--- src/design/q2e_fifo.sv ---
// Small request queue between front and back; register array, combinational read.
// Depends on nothing but its parameters.
`timescale 1ns / 1ps
module q2e_fifo #(
  parameter int WIDTH = 8,
  parameter int DEPTH = 4
) (
  input  logic                       clk,
  input  logic                       rst_n,
  input  logic                       push,
  input  logic [WIDTH-1:0]           push_data,
  input  logic                       pop,
  output logic [WIDTH-1:0]           pop_data,
  output logic                       empty,
  output logic [$clog2(DEPTH+1)-1:0] count
);
  localparam int PW = $clog2(DEPTH);
  localparam int CNW = $clog2(DEPTH+1);

  logic [WIDTH-1:0] mem_r [DEPTH];
  logic [PW-1:0]    wr_ptr_r, wr_ptr_nxt;
  logic [PW-1:0]    rd_ptr_r, rd_ptr_nxt;
  logic [CNW-1:0]   count_r, count_nxt;

  // advance pointers with wrap at the depth
  always_comb begin
    wr_ptr_nxt = wr_ptr_r;
    rd_ptr_nxt = rd_ptr_r;
    count_nxt  = count_r;
    if (push) begin
      wr_ptr_nxt = (wr_ptr_r == PW'(DEPTH-1)) ? '0 : wr_ptr_r + 1'b1;
    end
    if (pop) begin
      rd_ptr_nxt = (rd_ptr_r == PW'(DEPTH-1)) ? '0 : rd_ptr_r + 1'b1;
    end
    if (push && !pop) begin
      count_nxt = count_r + 1'b1;
    end else if (pop && !push) begin
      count_nxt = count_r - 1'b1;
    end
  end

  always_ff @(posedge clk) begin
    if (!rst_n) begin
      wr_ptr_r <= '0;
      rd_ptr_r <= '0;
      count_r  <= '0;
    end else begin
      wr_ptr_r <= wr_ptr_nxt;
      rd_ptr_r <= rd_ptr_nxt;
      count_r  <= count_nxt;
    end
  end

  // store payload
  always_ff @(posedge clk) begin
    if (push) begin
      mem_r[wr_ptr_r] <= push_data;
    end
  end

  assign pop_data = mem_r[rd_ptr_r];
  assign empty    = (count_r == '0);
  assign count    = count_r;
endmodule

--- config.mk ---
export PLATFORM = sky130hd
export DESIGN_NAME = q2e_fifo
export DESIGN_NICKNAME = d
export VERILOG_FILES = /design/src/design/q2e_fifo.sv
export SDC_FILE = /design/constraint.sdc
export NUM_CORES = 1
export LEC_CHECK = 0
export BUFFER_PORTS_ARGS = -buffer_cell sky130_fd_sc_hd__buf_4
export CAP_MARGIN = 20
export CORE_MARGIN = 2
export CORE_UTILIZATION = 40
export CTS_BUF_LIST = sky130_fd_sc_hd__clkbuf_2
export CTS_CLUSTER_DIAMETER = 40
export DETAILED_ROUTE_END_ITERATION = 10
export PLACE_DENSITY_LB_ADDON = 0.12
export SYNTH_ARGS = -nofsm -noshare
export SYNTH_HDL_FRONTEND = slang
export SYNTH_SLANG_ARGS = --single-unit
--- constraint.sdc ---
create_clock -name clk -period 2.7 [get_ports clk]
set_clock_uncertainty 0.05 [all_clocks]
set_input_delay 0.135 -clock clk [delete_from_list [all_inputs] [get_ports clk]]
set_output_delay 0.135 -clock clk [all_outputs]
set_load 0.01 [all_outputs]
==> results by group <==
Hold path
  – Hold crit path type: in -> reg
  – Worst Hold End: mem_r[2][2]
  – Min-Delay Startpoint: push_data[2]
  – Hold path depth: 2

Global route
  – GRT Overall Usage: 0.137
  – GRT overflow: 0
  – Initial antenna violation count: 0
  – Largest net degree at the start of global routing: 14
  – Vias in the first global route: 904
  – First-pass GRT wire length: 4250 um

Clocking
  – Cts bufs inserted: 5
  – Post-CTS setup buffers: 0
  – Post-cts sizing count: 0
  – # clock sinks: 41
  – Clock buffer depth: 2
  – CTS tree: done
  – Clock transition at path regs: 0.21 ns
  – H-Tree Level Count: 2
  – Worst skew pair latency: 0.40 ns
  – Root buffer cell: clkbuf_2
  – CTS Hold Buffers Added: 12

Detailed routing
  – Remaining DRCs: 0
  – Via density per instance: 4.74
  – Wirelength, routed: 2550 um
  – Final antenna-violating net count: 0
  – Drt first pass iters: 4
  – Vias: 835
  – Routed length per instance: 14.5 um
  – DRT iter0 DRCs: 28

Synth
  – Post-Syn Area: 1610 um^2
  – Dominant cells by area after synthesis: edfxtp_1 60%, dfxtp_1 11%, mux4_2 11%
  – Synth Area in Compound Gates: 0.0125
  – Area leader, netlist: edfxtp_1
  – Synth top cells by count: 32 x edfxtp_1, 9 x dfxtp_1, 8 x mux4_2
  – Seq/Total Area, Yosys: 0.710
  – Synth Instances: 85
  – Post-Synth Adder-Cell Area: 0.0591
  – Mux cell area share after synthesis: 0.137
  – Ys async rst share: 0
  – Post-synth top area share: 0.598
  – Post-Synth XOR/XNOR Area: 0.0109
  – Main combinational cell family by area after synthesis: multiplexers
  – Simple-gate portion of the synthesized area: 0.0514
  – Synthesized Nets: 104
  – Yosys cell types: 19
  – Post-synth EDFFs: 32
  – Most used DFF post-synth: edfxtp_1
  – Synth warnings: 0
  – FF+latch count, synth: 41
  – Average cell area after synthesis: 18.9 um^2
  – Top-count cell post-synth: edfxtp_1

Place
  – Cell count after placement: 156
  – Port buffer count: 23
  – Routability cong.: 0.677

Worst setup path
  – R2R Path End: count[2]
  – Critical path class: reg -> out
  – CP endpoint kind: output port
  – R2r startpoint: count[0]
  – Critical Path AT: 1.83 ns
  – Worst EP required: 2.52 ns
  – CP startpoint kind: flip-flop
  – Worst R2R Setup Slack: 1.15 ns
  – Cells on worst reg2reg path: 4
  – CP Max Fanout: 8

Floorplan
  – Die X: 67.4 um
  – Std-Cell Rows: 23
  – Die H: 67.4 um
  – Die area: 4540 um^2
  – IO Count: 24
  – Total core area: 3940 um^2
  – Starting Density: 0.408

STA
  – RSZ-0062 raised after global routing: no
  – Min cycle time layout: 2.02 ns
  – Final Max Tran Viols: 0
  – Worst slew pin tran: 0.545 ns
  – Slew headroom: 0.636
  – Fin crit share: 0.748
  – Final hold vios: 0
  – Fmax achieved: 495 MHz
  – Final setup viols: 0
  – Setup TNS Final: 0 ns

Power and ir drop
  – P per Cell Area: 595 nW/um^2
  – Leakage power: 0.738 nW
  – Peak VDD IR: 289 uV

Outcome
  – Outcome: finished, final reports clean

Finish
  – Area Overhead vs Synth: 23.7%
  – Share of cells above drive strength 1: 0.310
  – Nets: 144
  – Non-filler cells, final: 176
  – Diode count: 0

Run
  – Max-cap violations: 0
through the flow:
step	power (mW)	cell area (um^2)	hold slack (ns)	utilization	setup WS (ns)
5_1_grt	1.25	1990	0.357	0.505	0.511
4_1_cts	1.20	1990	0.385	0.505	0.601
3_3_place_gp	0.925	1830	0.284	0.463	1.02
3_5_place_dp	0.932	1830	0.289	0.463	1.01
6_report	1.18	1990	0.409	0.505	0.681
2_1_floorplan	0.849	1610	0.184	-	1.22
where the power goes:
part           leakage, nW  internal [mW]  switching (mW)
Sequential           0.368          0.718          0.0272
Combinational        0.341          0.107          0.0748
Clock               0.0287         0.0604           0.196
Total                0.738          0.885           0.298
final cells by class:
type / count / area [um^2]
clock buffer: 5 / 25.0
clock inverter: 3 / 17.5
fill: 335 / 1950
inverter: 4 / 15.0
multi-input combinational: 38 / 435
sequential: 41 / 1140
tap: 50 / 62.6
timing repair buffer: 35 / 293
how the worst max path moves through the flow:
stage	to	slack, ns	cells after the start	start
after global placement	count[2]	1.02	8	pop
after global routing	pop_data[6]	0.51	2	flip-flop
after floorplan	count[2]	1.22	4	count[0]
after CTS	pop_data[5]	0.60	2	flip-flop
after detailed placement	count[2]	1.01	8	pop
final	pop_data[5]	0.68	2	flip-flop
routing by layer:
layer	up-vias	GRT usage	routed length, um	part of all wire
met5	-	0	0	0
met4	0	0.0612	51	0.020
met3	6	0.0550	126	0.049
met2	22	0.228	1280	0.50
met1	405	0.156	1090	0.43
li1	402	-	-	-
cell families after synthesis:
kind of cell               Yosys count
AOI/OAI and AO/OA                    3
xor gates and xnor gates             2
adders and majority gates            7
buffers and inverters                6
DFF                                 41
muxes                               12
and+or+nand+nor                     14
worst max-delay path, stage by stage, from the launching register on:
cell	delay, ns
dfxtp_1	0.71
mux4_2	0.58
buf_4	0.16
sequential cells by signal, summed over array words and instances, names as in the netlist, named ones only:
signal	flops
count	3
wr_ptr_r	2
mem_r	32
rd_ptr_r	2
placed cells by master (no fill, tap or decap), drive strengths merged:
master,n
edfxtp,32
clkbuf,5
nor2b,5
ha,6
a21boi,1
dfxtp,9
xor2,1
nor2,1
dlygate4sd3,12
or3,1
clkinv,2
o21a,1
o21ai,1
inv,4
clkinvlp,1
buf,23
nor3,2
mux4,8
mux2i,4
fa,1
xnor2,1
and2,5
(Power assumes the default switching activity.)
